<file path="src/sv/pulse_flash_output_timer_unit_defines.svh">
// Assertion macros used by the top-level RTL file of the output timer unit.
`ifndef PULSE_FLASH_OUTPUT_TIMER_UNIT_DEFINES_SVH
`define PULSE_FLASH_OUTPUT_TIMER_UNIT_DEFINES_SVH

`ifndef ASSERT_OFF
// Property that must hold at every clock edge outside reset.
`define PFOT_ASSERT(lbl, prop) \
    lbl: assert property (@(posedge clk) disable iff (!rst_n) (prop)) \
        else $error("pfot assertion failed");
// Condition that must never be true outside reset.
`define PFOT_ASSERT_NEVER(lbl, cond) \
    lbl: assert property (@(posedge clk) disable iff (!rst_n) !(cond)) \
        else $error("pfot forbidden condition seen");
`else
`define PFOT_ASSERT(lbl, prop)
`define PFOT_ASSERT_NEVER(lbl, cond)
`endif

`endif

</file>
<file path="src/sv/pfot_pkg.sv">
package pfot_pkg;

    // Number of output channels (1 to 8).
    localparam int CHANNELS = 8;
    localparam int CH_IDX_W = (CHANNELS > 1) ? $clog2(CHANNELS) : 1;

    localparam int CFG_IDX_W  = 3;
    localparam int CFG_DATA_W = 64;

    // Operation codes of an input item.
    localparam logic [1:0] OP_COMMAND = 2'd0;
    localparam logic [1:0] OP_TICK    = 2'd1;
    localparam logic [1:0] OP_RESTORE = 2'd2;

    // Action codes.
    localparam logic [1:0] ACT_ON    = 2'd0;
    localparam logic [1:0] ACT_OFF   = 2'd1;
    localparam logic [1:0] ACT_FLASH = 2'd2;

    // Persisted state codes.
    localparam logic [1:0] ST_ON    = 2'd0;
    localparam logic [1:0] ST_OFF   = 2'd1;
    localparam logic [1:0] ST_FLASH = 2'd2;

    // Configuration register indexes.
    localparam logic [CFG_IDX_W-1:0] REG_OUTPUT_INVERT = 3'd0;
    localparam logic [CFG_IDX_W-1:0] REG_TRIGGER_INVERT = 3'd1;
    localparam logic [CFG_IDX_W-1:0] REG_EVENT_INVERT = 3'd2;
    localparam logic [CFG_IDX_W-1:0] REG_OFF_EVENT_DISABLE = 3'd3;
    localparam logic [CFG_IDX_W-1:0] REG_OUTPUT_TYPE = 3'd4;
    localparam logic [CFG_IDX_W-1:0] REG_PULSE_DURATIONS = 3'd5;
    localparam logic [CFG_IDX_W-1:0] REG_FLASH_PERIODS = 3'd6;

    // Configuration slice seen by one channel cell.
    typedef struct packed {
        logic       oinv;
        logic       tinv;
        logic       einv;
        logic       offdis;
        logic       otype;
        logic [7:0] dur;
        logic [7:0] per;
    } cell_cfg_t;

    // Control from the sequencer to each cell.
    typedef struct packed {
        logic       tick;
        logic       cmd;
        logic       restore;
        logic       shift;
        logic [1:0] action;
    } cell_ctrl_t;

    // Tick event carried along the cell chain.
    typedef struct packed {
        logic ev;
        logic on;
    } chain_t;

    // Outcome of an action command in the addressed cell.
    typedef struct packed {
        logic       ev;
        logic       on;
        logic       st;
        logic [1:0] sv;
    } cmd_res_t;

endpackage

</file>
<file path="src/sv/pfot_if.sv">
// Input item channel.
interface pfot_item_if;
    logic       valid;
    logic       ready;
    logic [1:0] operation;
    logic [2:0] channel;
    logic [1:0] action;

    modport source (output valid, output operation, output channel, output action,
                    input ready);
    modport sink (input valid, input operation, input channel, input action,
                  output ready);
endinterface

// Result item channel.
interface pfot_result_if;
    logic       valid;
    logic       ready;
    logic [7:0] pins;
    logic       event_valid;
    logic [2:0] event_channel;
    logic       event_polarity;
    logic       store_valid;
    logic [1:0] store_value;
    logic       last;

    modport source (output valid, output pins, output event_valid, output event_channel,
                    output event_polarity, output store_valid, output store_value,
                    output last, input ready);
    modport sink (input valid, input pins, input event_valid, input event_channel,
                  input event_polarity, input store_valid, input store_value,
                  input last, output ready);
endinterface

</file>
<file path="src/sv/pfot_cfg_regs.sv">
module pfot_cfg_regs (
    input  logic                               clk,
    input  logic                               rst_n,
    input  logic                               cfg_we,
    input  logic [pfot_pkg::CFG_IDX_W-1:0]     cfg_index,
    input  logic [pfot_pkg::CFG_DATA_W-1:0]    cfg_data,
    output pfot_pkg::cell_cfg_t                cell_cfg [pfot_pkg::CHANNELS]
);

    logic [7:0]  oinv_reg;
    logic [7:0]  tinv_reg;
    logic [7:0]  einv_reg;
    logic [7:0]  offdis_reg;
    logic [7:0]  otype_reg;
    logic [63:0] dur_reg;
    logic [63:0] per_reg;

    always_ff @(posedge clk or negedge rst_n)
    begin
        if (!rst_n)
        begin
            oinv_reg   <= 8'h00;
            tinv_reg   <= 8'h00;
            einv_reg   <= 8'h00;
            offdis_reg <= 8'h00;
            otype_reg  <= 8'hFF;
            dur_reg    <= 64'd0;
            per_reg    <= 64'd0;
        end
        else if (cfg_we)
        begin
            case (cfg_index)
                pfot_pkg::REG_OUTPUT_INVERT:     oinv_reg   <= cfg_data[7:0];
                pfot_pkg::REG_TRIGGER_INVERT:    tinv_reg   <= cfg_data[7:0];
                pfot_pkg::REG_EVENT_INVERT:      einv_reg   <= cfg_data[7:0];
                pfot_pkg::REG_OFF_EVENT_DISABLE: offdis_reg <= cfg_data[7:0];
                pfot_pkg::REG_OUTPUT_TYPE:       otype_reg  <= cfg_data[7:0];
                pfot_pkg::REG_PULSE_DURATIONS:   dur_reg    <= cfg_data;
                pfot_pkg::REG_FLASH_PERIODS:     per_reg    <= cfg_data;
                default: ;
            endcase
        end
    end

    // Each cell sees only its own bit of every mask and its own byte of the timings.
    always_comb
    begin
        for (int c = 0; c < pfot_pkg::CHANNELS; c++)
        begin
            cell_cfg[c].oinv   = oinv_reg[c];
            cell_cfg[c].tinv   = tinv_reg[c];
            cell_cfg[c].einv   = einv_reg[c];
            cell_cfg[c].offdis = offdis_reg[c];
            cell_cfg[c].otype  = otype_reg[c];
            cell_cfg[c].dur    = dur_reg[8*c +: 8];
            cell_cfg[c].per    = per_reg[8*c +: 8];
        end
    end

endmodule

</file>
<file path="src/sv/pfot_cell.sv">
module pfot_cell (
    input  logic                 clk,
    input  logic                 rst_n,
    input  pfot_pkg::cell_ctrl_t ctrl,
    input  pfot_pkg::cell_cfg_t  cfg,
    input  pfot_pkg::chain_t     chain_in,
    output pfot_pkg::chain_t     chain_out,
    output logic                 pin,
    output pfot_pkg::cmd_res_t   cmd_res
);

    logic       pin_reg, pin_next;
    logic [7:0] pc_reg, pc_next;
    logic [7:0] fc_reg, fc_next;
    logic       ev_reg, ev_next;
    logic       on_reg, on_next;

    logic       act;
    logic [7:0] f;
    logic       p;
    logic       t_ev;
    logic [7:0] pc_dec;

    // Outcome of an action command, from the state before the command.
    always_comb
    begin
        act = (ctrl.action == pfot_pkg::ACT_ON) ^ cfg.tinv;
        cmd_res = '0;
        if (ctrl.action == pfot_pkg::ACT_FLASH)
        begin
            cmd_res.ev = 1'b1;
            cmd_res.on = ~cfg.einv;
            cmd_res.st = 1'b1;
            cmd_res.sv = pfot_pkg::ST_FLASH;
        end
        else if (!(!act && cfg.dur != 8'd0))
        begin
            cmd_res.ev = cfg.otype & (act | ~cfg.offdis);
            cmd_res.on = cmd_res.ev & (act ^ cfg.einv);
            cmd_res.st = 1'b1;
            if (act && cfg.dur != 8'd0 && pc_reg == 8'd0)
                cmd_res.sv = pfot_pkg::ST_OFF;
            else
                cmd_res.sv = act ? pfot_pkg::ST_ON : pfot_pkg::ST_OFF;
        end
    end

    always_comb
    begin
        pin_next = pin_reg;
        pc_next  = pc_reg;
        fc_next  = fc_reg;
        ev_next  = ev_reg;
        on_next  = on_reg;
        f        = fc_reg;
        p        = pin_reg;
        t_ev     = 1'b0;
        pc_dec   = pc_reg - 8'd1;

        if (ctrl.tick)
        begin
            if (cfg.otype)
            begin
                // Flash half-period counter runs signed toward +1 or -1.
                if (f == 8'h01)
                begin
                    p = cfg.oinv;
                    f = 8'h00 - cfg.per;
                end
                if (f == 8'hFF)
                begin
                    p = ~cfg.oinv;
                    f = cfg.per;
                end
                if (f >= 8'h02 && f <= 8'h7F)
                    f = f - 8'd1;
                else if (f >= 8'h80 && f <= 8'hFE)
                    f = f + 8'd1;
                fc_next = f;

                if (pc_reg != 8'd0)
                begin
                    pc_next = pc_dec;
                    if (pc_dec == 8'd1)
                    begin
                        p    = cfg.oinv;
                        t_ev = ~cfg.offdis;
                    end
                end
                pin_next = p;
            end
            ev_next = t_ev;
            on_next = t_ev & cfg.einv;
        end
        else if (ctrl.shift)
        begin
            ev_next = chain_in.ev;
            on_next = chain_in.on;
        end

        if (ctrl.cmd)
        begin
            if (ctrl.action == pfot_pkg::ACT_FLASH)
            begin
                fc_next  = cfg.per;
                pc_next  = 8'd1;
                pin_next = ~cfg.oinv;
            end
            else
            begin
                fc_next = 8'd0;
                if (!act && cfg.dur != 8'd0)
                    pc_next = 8'd1;
                else
                begin
                    if (act && cfg.dur != 8'd0 && pc_reg == 8'd0)
                        pc_next = cfg.dur;
                    else
                        pc_next = 8'd1;
                    pin_next = act ^ cfg.oinv;
                end
            end
        end

        if (ctrl.restore)
        begin
            if (ctrl.action == pfot_pkg::ACT_FLASH)
            begin
                fc_next  = cfg.per;
                pin_next = 1'b1;
            end
            else
                pin_next = (ctrl.action == pfot_pkg::ACT_ON) ^ cfg.oinv;
        end
    end

    always_ff @(posedge clk or negedge rst_n)
    begin
        if (!rst_n)
        begin
            pin_reg <= 1'b0;
            pc_reg  <= 8'd0;
            fc_reg  <= 8'd0;
            ev_reg  <= 1'b0;
            on_reg  <= 1'b0;
        end
        else
        begin
            pin_reg <= pin_next;
            pc_reg  <= pc_next;
            fc_reg  <= fc_next;
            ev_reg  <= ev_next;
            on_reg  <= on_next;
        end
    end

    assign pin          = pin_reg;
    assign chain_out.ev = ev_reg;
    assign chain_out.on = on_reg;

endmodule

</file>
<file path="src/sv/pulse_flash_output_timer_unit.sv">
// Channel    Direction  Handshake          Payload
// item       in         valid/ready        operation, channel, action
// result     out        valid/ready        pins, event_*, store_*, last
// cfg        in         cfg_we (no ready)  cfg_index, cfg_data
//
// An item is taken only while no result is pending; it updates the channel
// cells in the cycle it is accepted, and its first result is offered in the
// next cycle. A command or restore gives one result. A tick gives one result per
// channel, shifted out of the cell chain one per cycle while the sink takes each
// result. A stalled result holds the chain and the input. Reset clears all state
// but the output type mask, which resets to all ones.

`include "pulse_flash_output_timer_unit_defines.svh"

module pulse_flash_output_timer_unit (
    input  logic                            clk,
    input  logic                            rst_n,
    pfot_item_if.sink                       item,
    pfot_result_if.source                   result,
    input  logic                            cfg_we,
    input  logic [pfot_pkg::CFG_IDX_W-1:0]  cfg_index,
    input  logic [pfot_pkg::CFG_DATA_W-1:0] cfg_data
);

    localparam logic [pfot_pkg::CH_IDX_W-1:0] LAST_IDX =
        pfot_pkg::CH_IDX_W'(pfot_pkg::CHANNELS - 1);

    typedef enum logic {
        S_IDLE,
        S_EMIT
    } state_t;

    state_t                          state_reg;
    logic                            tick_reg;
    logic [pfot_pkg::CH_IDX_W-1:0]   idx_reg;
    logic [2:0]                      chan_reg;
    pfot_pkg::cmd_res_t              res_reg;

    pfot_pkg::cell_cfg_t  cell_cfg  [pfot_pkg::CHANNELS];
    pfot_pkg::cell_ctrl_t cell_ctrl [pfot_pkg::CHANNELS];
    pfot_pkg::chain_t     chain     [pfot_pkg::CHANNELS+1];
    pfot_pkg::cmd_res_t   cell_res  [pfot_pkg::CHANNELS];
    logic [pfot_pkg::CHANNELS-1:0] cell_pin;

    logic               accept;
    logic               out_take;
    logic               emit_done;
    pfot_pkg::cmd_res_t sel_res;
    logic [7:0]         pins_vec;

    assign accept    = item.valid && item.ready;
    assign out_take  = result.valid && result.ready;
    assign emit_done = !tick_reg || (idx_reg == LAST_IDX);

    pfot_cfg_regs u_cfg (
        .clk       (clk),
        .rst_n     (rst_n),
        .cfg_we    (cfg_we),
        .cfg_index (cfg_index),
        .cfg_data  (cfg_data),
        .cell_cfg  (cell_cfg)
    );

    // The last cell shifts in an empty event slot.
    assign chain[pfot_pkg::CHANNELS] = '0;

    // The command and restore go to the addressed cell only; a tick reaches all
    // cells, and the shift moves tick events one cell toward the output.
    always_comb
    begin
        for (int c = 0; c < pfot_pkg::CHANNELS; c++)
        begin
            cell_ctrl[c].tick    = accept && (item.operation == pfot_pkg::OP_TICK);
            cell_ctrl[c].cmd     = accept && (item.operation == pfot_pkg::OP_COMMAND) &&
                                   (item.channel == 3'(c));
            cell_ctrl[c].restore = accept && (item.operation == pfot_pkg::OP_RESTORE) &&
                                   (item.channel == 3'(c));
            cell_ctrl[c].shift   = out_take && tick_reg;
            cell_ctrl[c].action  = item.action;
        end
    end

    genvar g;
    generate
        for (g = 0; g < pfot_pkg::CHANNELS; g++)
        begin : g_cell
            pfot_cell u_cell (
                .clk       (clk),
                .rst_n     (rst_n),
                .ctrl      (cell_ctrl[g]),
                .cfg       (cell_cfg[g]),
                .chain_in  (chain[g+1]),
                .chain_out (chain[g]),
                .pin       (cell_pin[g]),
                .cmd_res   (cell_res[g])
            );
        end
    endgenerate

    // Pick the command outcome of the addressed cell; an out-of-range channel,
    // a restore and an unused operation give an empty result.
    always_comb
    begin
        sel_res = '0;
        if (item.operation == pfot_pkg::OP_COMMAND)
        begin
            for (int c = 0; c < pfot_pkg::CHANNELS; c++)
            begin
                if (item.channel == 3'(c))
                    sel_res = sel_res | cell_res[c];
            end
        end
    end

    always_ff @(posedge clk or negedge rst_n)
    begin
        if (!rst_n)
        begin
            state_reg <= S_IDLE;
            tick_reg  <= 1'b0;
            idx_reg   <= '0;
            chan_reg  <= 3'd0;
            res_reg   <= '0;
        end
        else
        begin
            case (state_reg)
                S_IDLE:
                begin
                    if (accept)
                    begin
                        state_reg <= S_EMIT;
                        tick_reg  <= (item.operation == pfot_pkg::OP_TICK);
                        idx_reg   <= '0;
                        chan_reg  <= item.channel;
                        res_reg   <= sel_res;
                    end
                end
                S_EMIT:
                begin
                    if (out_take)
                    begin
                        if (emit_done)
                            state_reg <= S_IDLE;
                        else
                            idx_reg <= idx_reg + 1'b1;
                    end
                end
                default:
                    state_reg <= S_IDLE;
            endcase
        end
    end

    // Pins beyond the configured channel count stay low.
    always_comb
    begin
        pins_vec = 8'h00;
        for (int c = 0; c < pfot_pkg::CHANNELS; c++)
            pins_vec[c] = cell_pin[c];
    end

    assign item.ready = (state_reg == S_IDLE);

    assign result.valid          = (state_reg == S_EMIT);
    assign result.pins           = pins_vec;
    assign result.event_valid    = tick_reg ? chain[0].ev : res_reg.ev;
    assign result.event_polarity = tick_reg ? chain[0].on : res_reg.on;
    assign result.event_channel  = tick_reg ? 3'(idx_reg) : chan_reg;
    assign result.store_valid    = tick_reg ? 1'b0 : res_reg.st;
    assign result.store_value    = tick_reg ? pfot_pkg::ST_ON : res_reg.sv;
    assign result.last           = emit_done;

    // No item is taken while a result is still offered.
    `PFOT_ASSERT_NEVER(a_no_overlap, item.ready && result.valid)
    // Every accepted item offers its first result in the next cycle.
    `PFOT_ASSERT(a_result_follows, accept |=> result.valid)
    // The final result of an item returns the block to accepting items.
    `PFOT_ASSERT(a_last_frees, (out_take && result.last) |=> item.ready)
    // Pin levels are those after the whole item, so they stay put across its results.
    `PFOT_ASSERT(a_pins_hold, (out_take && !result.last) |=> (result.valid && $stable(result.pins)))

endmodule
</file>
<file path="src/flat_wrapper.sv">
// flat-port wrapper written by rule: the top's interface ports become plain ports
module pulse_flash_output_timer_unit_flat 
  (clk, rst_n, cfg_we, cfg_index, cfg_data, item_valid, item_operation, item_channel, item_action, item_ready, result_valid, result_pins, result_event_valid, result_event_channel, result_event_polarity, result_store_valid, result_store_value, result_last, result_ready);
  pfot_item_if item_i ();
  pfot_result_if result_i ();
  input  logic clk;
  input  logic rst_n;
  input  logic cfg_we;
  input  logic [pfot_pkg::CFG_IDX_W-1:0] cfg_index;
  input  logic [pfot_pkg::CFG_DATA_W-1:0] cfg_data;
  input wire logic [$bits(item_i.valid)-1:0] item_valid;
  input wire logic [$bits(item_i.operation)-1:0] item_operation;
  input wire logic [$bits(item_i.channel)-1:0] item_channel;
  input wire logic [$bits(item_i.action)-1:0] item_action;
  output wire logic [$bits(item_i.ready)-1:0] item_ready;
  output wire logic [$bits(result_i.valid)-1:0] result_valid;
  output wire logic [$bits(result_i.pins)-1:0] result_pins;
  output wire logic [$bits(result_i.event_valid)-1:0] result_event_valid;
  output wire logic [$bits(result_i.event_channel)-1:0] result_event_channel;
  output wire logic [$bits(result_i.event_polarity)-1:0] result_event_polarity;
  output wire logic [$bits(result_i.store_valid)-1:0] result_store_valid;
  output wire logic [$bits(result_i.store_value)-1:0] result_store_value;
  output wire logic [$bits(result_i.last)-1:0] result_last;
  input wire logic [$bits(result_i.ready)-1:0] result_ready;
  assign item_i.valid = item_valid;
  assign item_i.operation = item_operation;
  assign item_i.channel = item_channel;
  assign item_i.action = item_action;
  assign item_ready = item_i.ready;
  assign result_valid = result_i.valid;
  assign result_pins = result_i.pins;
  assign result_event_valid = result_i.event_valid;
  assign result_event_channel = result_i.event_channel;
  assign result_event_polarity = result_i.event_polarity;
  assign result_store_valid = result_i.store_valid;
  assign result_store_value = result_i.store_value;
  assign result_last = result_i.last;
  assign result_i.ready = result_ready;
  pulse_flash_output_timer_unit u_core (.clk(clk), .rst_n(rst_n), .item(item_i), .result(result_i), .cfg_we(cfg_we), .cfg_index(cfg_index), .cfg_data(cfg_data));
endmodule
</file>
<file path="config.mk">
export PLATFORM = sky130hd
export DESIGN_NAME = pulse_flash_output_timer_unit_flat
export DESIGN_NICKNAME = d
export VERILOG_FILES = /design/src/sv/pfot_pkg.sv /design/src/sv/pfot_if.sv /design/src/sv/pfot_cfg_regs.sv /design/src/sv/pfot_cell.sv /design/src/sv/pulse_flash_output_timer_unit.sv /design/src/flat_wrapper.sv
export VERILOG_INCLUDE_DIRS = /design/src /design/src/sv
export SDC_FILE = /design/constraint.sdc
export NUM_CORES = 1
export LEC_CHECK = 0
export ABC_AREA = 0
export BUFFER_PORTS_ARGS = -buffer_cell sky130_fd_sc_hd__buf_2
export CORE_MARGIN = 1
export CORE_UTILIZATION = 55
export CTS_CLUSTER_SIZE = 12
export DETAILED_ROUTE_END_ITERATION = 8
export PLACE_DENSITY = 0.83
export RECOVER_POWER = 25
export SLEW_MARGIN = 20
export SYNTH_ARGS = -nofsm -noshare
export SYNTH_HDL_FRONTEND = slang
export SYNTH_SLANG_ARGS = --single-unit
export TNS_END_PERCENT = 30
</file>
<file path="constraint.sdc">
create_clock -name clk -period 4.35 [get_ports clk]
set_clock_uncertainty 0.05 [all_clocks]
set_input_delay 0.6525 -clock clk [delete_from_list [all_inputs] [get_ports clk]]
set_output_delay 0.6525 -clock clk [all_outputs]
set_load 0.05 [all_outputs]
</file>
==> impl_metrics.yaml, run 1 <==
job:
  maxCapViolations: 1
timing:
  holdWs_ns: 0.308
  slew_violations: 111
  setup-violations-final: 0
  tightest_slew_ns: 2.95
  slew_headroom_pct: -96.7
  period_share_pct: 94.1
  clock.fmax_mhz: 244
  period_minus_slack_ns: 4.09
  hold_violations: 0
global_routing:
  grt_use_total_pct: 31.8
  gr-total-overflow: 0
  first_global_vias: 20400
  grt_max_degree: 112
  antenna_found_initial: 6
  grt_first_pass_wirelength_mm: 107
outcome:
  status: "finished, violations left"
  violations: "max-capacitance violations, max-slew violations"
clock_network:
  numCtsBuffers: 39
  worstSkewPairLatency_ns: 0.54
  postCtsResizedCells: 0
  cts-htree-levels: 2
  clockBufferDepth: 3
  cts_sinks: 333
  path_clk_slew_ns: 0.06
  cts_tree: "yes"
  hold_buffers: 0
  root_buffer: "clkbuf_16"
  cts_setup_buffers: 0
route:
  wl_per_cell_um: 20.8
  via_per_inst: 6.67
  drtIter0Drc: 2088
  ant_nets: 0
  drc: 0
  drt-total-wl_mm: 66.2
  drt_pass1_iterations: 6
  dr_total_vias: 21300
logic_synthesis:
  yosysSeqAreaShare_pct: 37.3
  synth_edf_count: 0
  syn_area_um2: 22400
  synth_area_leaders: "dfrtp_1 (36%), mux2_2 (9.1%), a21oi_1 (5.2%)"
  ys_warn_count: 0
  syn_inst: 2533
  syn_avg_cell_area_um2: 8.83
  yosysUniqueCellTypes: 92
  synth.top_cell.area_share_pct: 36.4
  synth_fp_nets: 2667
  synth_most_common_cell: "dfrtp_1"
  async_reset_ff_share_pct: 100
  synth_ff_type: "dfrtp_1"
  synthTopCellsByCount: "dfrtp_1 (325), a21oi_1 (231), nor2_1 (219)"
  synth_top_cell_by_area: "dfrtp_1"
  synth.ff_latch_count: 333
placement:
  gp_congestion: 0.989
  dp_hpwl_mm: 47.6
  port_buffers: 97
power_and_ir_drop:
  leakage_nw: 10.2
  ir_worst_vdd_uv: 368
  powerDensity_nw_per_um2: 634
worst_setup_path:
  criticalPathCategory: "reg2reg"
  path_max_fanout: 11
  worst_setup_path_start_kind: "flip-flop"
  critPathArrivalTime_ns: 4.48
  crit_path_end_kind: "flip-flop"
  critical_path_required_ns: 4.74
finish:
  drive_above_1_share_pct: 18.7
  finalNetCount: 2764
  syn2layout_area_growth_pct: 11.6
  fillers: 3294
  multi_input_area_um2: 13300
  seq_area_um2: 8350
  post-route-util_pct: 62.6
floorplan:
  row_count: 73
  io_pins: 98
  die_w_um: 204
  die_area_um2: 41500
  core_region_area_um2: 39900
  die-height_um: 204
  initial_utilization_pct: 56.0
hold_path:
  hp-class: "in2reg"
-- cell families after synthesis --
family,after synthesis,share of synthesized area (%)
AO/OA/AOI/OAI,793,22.7
XOR/XNOR,91,3.56
adder cells (fa/ha/maj),55,3.08
buffers and inverters,198,3.57
flip-flops,333,37.3
multiplexers,194,9.69
AND/OR/NAND/NOR,869,20.1
-- layout make-up --
class	instances	area share, %
Multi-Input combinational cell	2002	53.4
Sequential cell	333	33.4
Clock buffer	54	4.46
Timing Repair Buffer	170	4.15
Tap cell	525	2.63
Inverter	84	1.26
Clock inverter	12	0.586
Antenna cell	4	0.0401
-- worst paths after layout --
| kind | start | to | slack [ns] | cells past startpoint |
|---|---|---|---|---|
| max in group asynchronous | rst_n | u_core.u_cfg.per_reg[18] | 0.86 | 2 |
| min | cfg_data[28] | u_core.u_cfg.per_reg[28] | 0.31 | 2 |
| max reg2reg | u_core.u_cfg.per_reg[17] | u_core.g_cell[2].u_cell.fc_reg[5] | 0.26 | 14 |
| min reg2reg | u_core.res_reg[0] | u_core.res_reg[0] | 0.44 | 2 |
| min in group asynchronous | rst_n | u_core.g_cell[3].u_cell.fc_reg[0] | 0.95 | 1 |
| max | u_core.u_cfg.per_reg[17] | u_core.g_cell[2].u_cell.fc_reg[5] | 0.26 | 14 |
-- metrics by stage --
| step | power, mW | std cells | setup TNS, ns | instance area, um^2 | worst slack, ns |
|---|---|---|---|---|---|
| 3_3_place_gp | 12.1 | 3114 | 0 | 23600 | 0.268 |
| 6_report | 15.8 | 3184 | 0 | 25000 | 0.256 |
| 4_1_cts | 15.6 | 3180 | 0 | 24900 | 0.0984 |
| 5_1_grt | 16.9 | 3182 | -0.00268 | 25000 | -0.00268 |
| 3_5_place_dp | 12.3 | 3114 | 0 | 23600 | 0.0725 |
| 2_1_floorplan | 10.4 | 2533 | 0 | 22400 | 0.404 |
-- metal layers --
layer	up-vias	global-route usage, %	wire length (um)	part of all wire (%)
met2	1043	52.4	31300	47
li1	9679	-	-	-
met1	10300	41.6	26700	40
met5	-	0	40	0.060
met4	8	12.4	2560	3.9
met3	212	5.59	5550	8.4
-- power by group --
| group | leakage, nW | switching (mW) | internal (mW) |
|---|---|---|---|
| clock | 0.612 | 1.33 | 1.96 |
| combinational | 5.49 | 4.23 | 2.99 |
| sequential | 4.11 | 1.26 | 4.07 |
| total | 10.2 | 6.81 | 9.02 |
-- worst max-delay path, cell delays in order (launching register included) --
cell and delay (ns):
dfrtp_1 0.43, inv_1 0.14, ha_1 0.22, or3b_1 0.42, or4_1 0.48, a31oi_4 0.27, nor4_2 0.09, buf_4 0.21
a31oi_4 0.25, ha_1 0.22, o41a_1 0.22, or4b_1 0.52, nor3_1 0.16, a21oi_1 0.07, o311ai_2 0.23
-- cell usage in the layout, fill, tap and decap left out, types with 24 or more instances in the layout --
cell type  netlist  layout
nand2_1        206     206
or3_1           46      46
o21ai_0        115     115
o31ai_1         34      33
clkbuf_16        0      41
xor2_1          32      32
nor3_1          84      79
mux2_2         180     180
and2_1          24      24
buf_4            9      68
nand3_1         44      43
a21oi_1        231     229
a22oi_1         59      59
a31oi_1         76      73
nor2_1         219     218
buf_2            6      95
xnor2_1         59      59
o21ai_1         55      55
nor4_1          46      46
dfrtp_1        325     323
ha_1            55      55
inv_1           83      83
No activity file was read; power rests on OpenSTA's default activity.
==> run 2, diff against run 1 <==
--- a/config.mk
+++ b/config.mk
@@ -9,10 +9,10 @@
 export ABC_AREA = 0
 export BUFFER_PORTS_ARGS = -buffer_cell sky130_fd_sc_hd__buf_2
 export CORE_MARGIN = 1
-export CORE_UTILIZATION = 55
+export CORE_UTILIZATION = 63
 export CTS_CLUSTER_SIZE = 12
 export DETAILED_ROUTE_END_ITERATION = 8
-export PLACE_DENSITY = 0.83
+export PLACE_DENSITY = 0.89
 export RECOVER_POWER = 25
 export SLEW_MARGIN = 20
 export SYNTH_ARGS = -nofsm -noshare
==> run 2 against run 1 <==
  * Via count rose by 2.8%
  * The flow still finishes with violations (max-capacitance violations, max-slew violations)
  * Die area shrank 13%
  * Combinational power is 0.8% higher
  * Highest routed layer unchanged
  * First-iteration DRC count grew 14%
  * Non-clock buffer count up 2
  * Register-to-register slack worse by 0.03 ns
  * Flip-flop and latch count is the same
  * Routed wire length rose by 2.5%
  * Sequential share of layout area grew 0.052 points
  * Design area down 0.17%
  * Final cell count is 2.0% lower
==> impl_metrics.yaml, run 2 (same netlist as run 1, synthesis figures left out) <==
floorplan:
  row_count: 68
  die_area_um2: 36300
  core_region_area_um2: 34700
  die_w_um: 190
  io_pins: 98
  die-height_um: 190
  initial_utilization_pct: 64.4
finish:
  syn2layout_area_growth_pct: 11.4
  stdcell_area_um2: 24900
  fillers: 2500
  drive_above_1_share_pct: 18.8
  finalNetCount: 2766
  layout_common_cells: "dfrtp_1 (324), a21oi_1 (231), nor2_1 (217)"
  final_common_cell: "dfrtp_1"
worst_setup_path:
  path_max_fanout: 8
  critPathArrivalTime_ns: 4.54
  r2r-start: "u_core.u_cfg.per_reg[56]"
  reg2reg_slack_ns: 0.22
  rr_worst_depth: 15
  crit_path_end_kind: "flip-flop"
  cp_num_buf_inv: 0
  critical_path_required_ns: 4.77
  worst_r2r_endpoint: "u_core.g_cell[7].u_cell.fc_reg[4]"
  criticalPathCategory: "reg2reg"
  cp_slowest_stage_delay_ns: 0.64
  path_cells: "or4_1 -> or4_1 -> a31o_2 -> nand3_1 -> nor2_1 -> a21oi_1 -> ha_1 -> a211o_1 -> nor3_1 -> a31oi_1 -> nor2_1 -> a21oi_1 -> a32oi_1 -> xor2_1 -> o21ai_1"
  crit_slowest_cell: "or4_1"
  worst_setup_path_start_kind: "flip-flop"
  critical-path-top-delay-family: "compound AO/OA/AOI/OAI gates"
power_and_ir_drop:
  p_sw_mw: 6.94
  p_seq_share_pct: 33.5
  leakage_nw: 10.3
  comb_power_share_pct: 45.7
  internal_power_mw: 9.02
  powerDensity_nw_per_um2: 640
  clkPwrFrac_pct: 20.9
  switching_share_pct: 43.5
  ir_worst_vdd_uv: 413
global_routing:
  gr-total-overflow: 0
  grt_use_total_pct: 37.0
  grt_first_pass_wirelength_mm: 109
  grt_max_degree: 114
  antenna_found_initial: 4
  first_global_vias: 21000
route:
  drt-total-wl_mm: 67.9
  drtIter0Drc: 2376
  drc: 0
  dr_total_vias: 21900
  via_per_inst: 7.01
  ant_nets: 0
  wl_per_cell_um: 21.8
  drt_pass1_iterations: 8
timing:
  setup-violations-final: 0
  period_minus_slack_ns: 4.13
  slew_headroom_pct: -108
  rsz0062_at_grt: "true"
  clock.fmax_mhz: 242
  hold_violations: 0
  tightest_slew_ns: 3.11
  slew_violations: 111
  holdWs_ns: 0.302
  period_share_pct: 94.9
hold_path:
  hold_end: "u_core.u_cfg.dur_reg[46]"
  hp-class: "in2reg"
  min_from: "cfg_data[46]"
  hold_depth: 2
placement:
  port_buffers: 97
  postPlaceCellArea_um2: 23600
  dp_hpwl_mm: 47.9
  gp_congestion: 1.01
clock_network:
  cts_sinks: 333
  cts-htree-levels: 2
  worstSkewPairLatency_ns: 0.55
  numCtsBuffers: 39
  cts_tree: "yes"
  clockBufferDepth: 3
  root_buffer: "clkbuf_16"
  cts_setup_buffers: 0
  path_clk_slew_ns: 0.06
job:
  maxCapViolations: 1
outcome:
  status: "finished, violations left"
  violations: "max-capacitance violations, max-slew violations"
run 2: per-layer routing:
layer / track usage [%] / routed length [um] / vias to the layer above
met4: 18.0 / 3540 / 4
met2: 60.8 / 32100 / 1307
met3: 6.00 / 6090 / 313
li1: - / - / 9720
met5: 0 / 32 / -
met1: 47.7 / 26100 / 10500
run 2: how the worst max path moves through the flow:
stage | startpoint | endpoint | slack, ns | depth (start not counted)
after floorplan | u_core.g_cell[5].u_cell.fc_reg[4] | u_core.g_cell[5].u_cell.fc_reg[6] | 0.40 | 14
after global placement | u_core.g_cell[5].u_cell.fc_reg[6] | u_core.g_cell[5].u_cell.fc_reg[0] | 0.29 | 13
after detailed placement | u_core.u_cfg.per_reg[56] | u_core.g_cell[7].u_cell.fc_reg[4] | 0.26 | 18
after CTS | u_core.u_cfg.per_reg[56] | u_core.g_cell[7].u_cell.fc_reg[4] | 0.22 | 18
after global routing | u_core.u_cfg.per_reg[56] | u_core.g_cell[7].u_cell.fc_reg[4] | -0.02 | 18
final | u_core.u_cfg.per_reg[56] | u_core.g_cell[7].u_cell.fc_reg[4] | 0.22 | 15
run 2: metrics by stage:
stage | TNS (ns) | instances | utilization [%] | worst slack, ns | power, mW
final | 0 | 3119 | 71.8 | 0.224 | 16.0
after global routing | -0.0224 | 3119 | 71.8 | -0.0153 | 16.9
after CTS | 0 | 3117 | 71.6 | 0.225 | 15.7
after detailed placement | 0 | 3046 | 67.9 | 0.257 | 12.3
after global placement | 0 | 3046 | 67.9 | 0.285 | 12.0
after floorplan | 0 | 2533 | - | 0.404 | 10.4
run 2: repair_timing:
item / 4_1_cts / 5_1_grt
endpoints found under the setup margin: 0 / 24
gates resized for setup: 0 / 15
hold buffers: 0 / 0
run 2: layout make-up:
type                       count  area [um^2]  share of cell area [%]
multi-input combinational   2002        13300                    53.4
inverter                      84          315                    1.26
clock inverter                13          103                   0.412
tap                          455          569                    2.28
timing repair buffer         172         1080                    4.34
sequential                   333         8340                    33.5
antenna                        2         5.00                  0.0201
clock buffer                  58         1190                    4.77
run 2: power by group through the flow:
stage	Sequential, mW	Clock [mW]	Combinational [mW]
final	5.34	3.33	7.28
after global routing	5.44	3.47	7.98
after CTS	5.25	3.33	7.09
after detailed placement	5.28	0	7.01
after global placement	5.24	0	6.80
after floorplan	4.80	0	5.57
run 2: worst reg2reg max path: stages (launching register included):
cell and delay, ns:
dfrtp_2 0.46, or4_1 0.64, or4_1 0.54, a31o_2 0.30, nand3_1 0.14, nor2_1 0.07, a21oi_1 0.22, ha_1 0.22
a211o_1 0.11, nor3_1 0.04, a31oi_1 0.24, nor2_1 0.08, a21oi_1 0.44, a32oi_1 0.19, xor2_1 0.17, o21ai_1 0.14
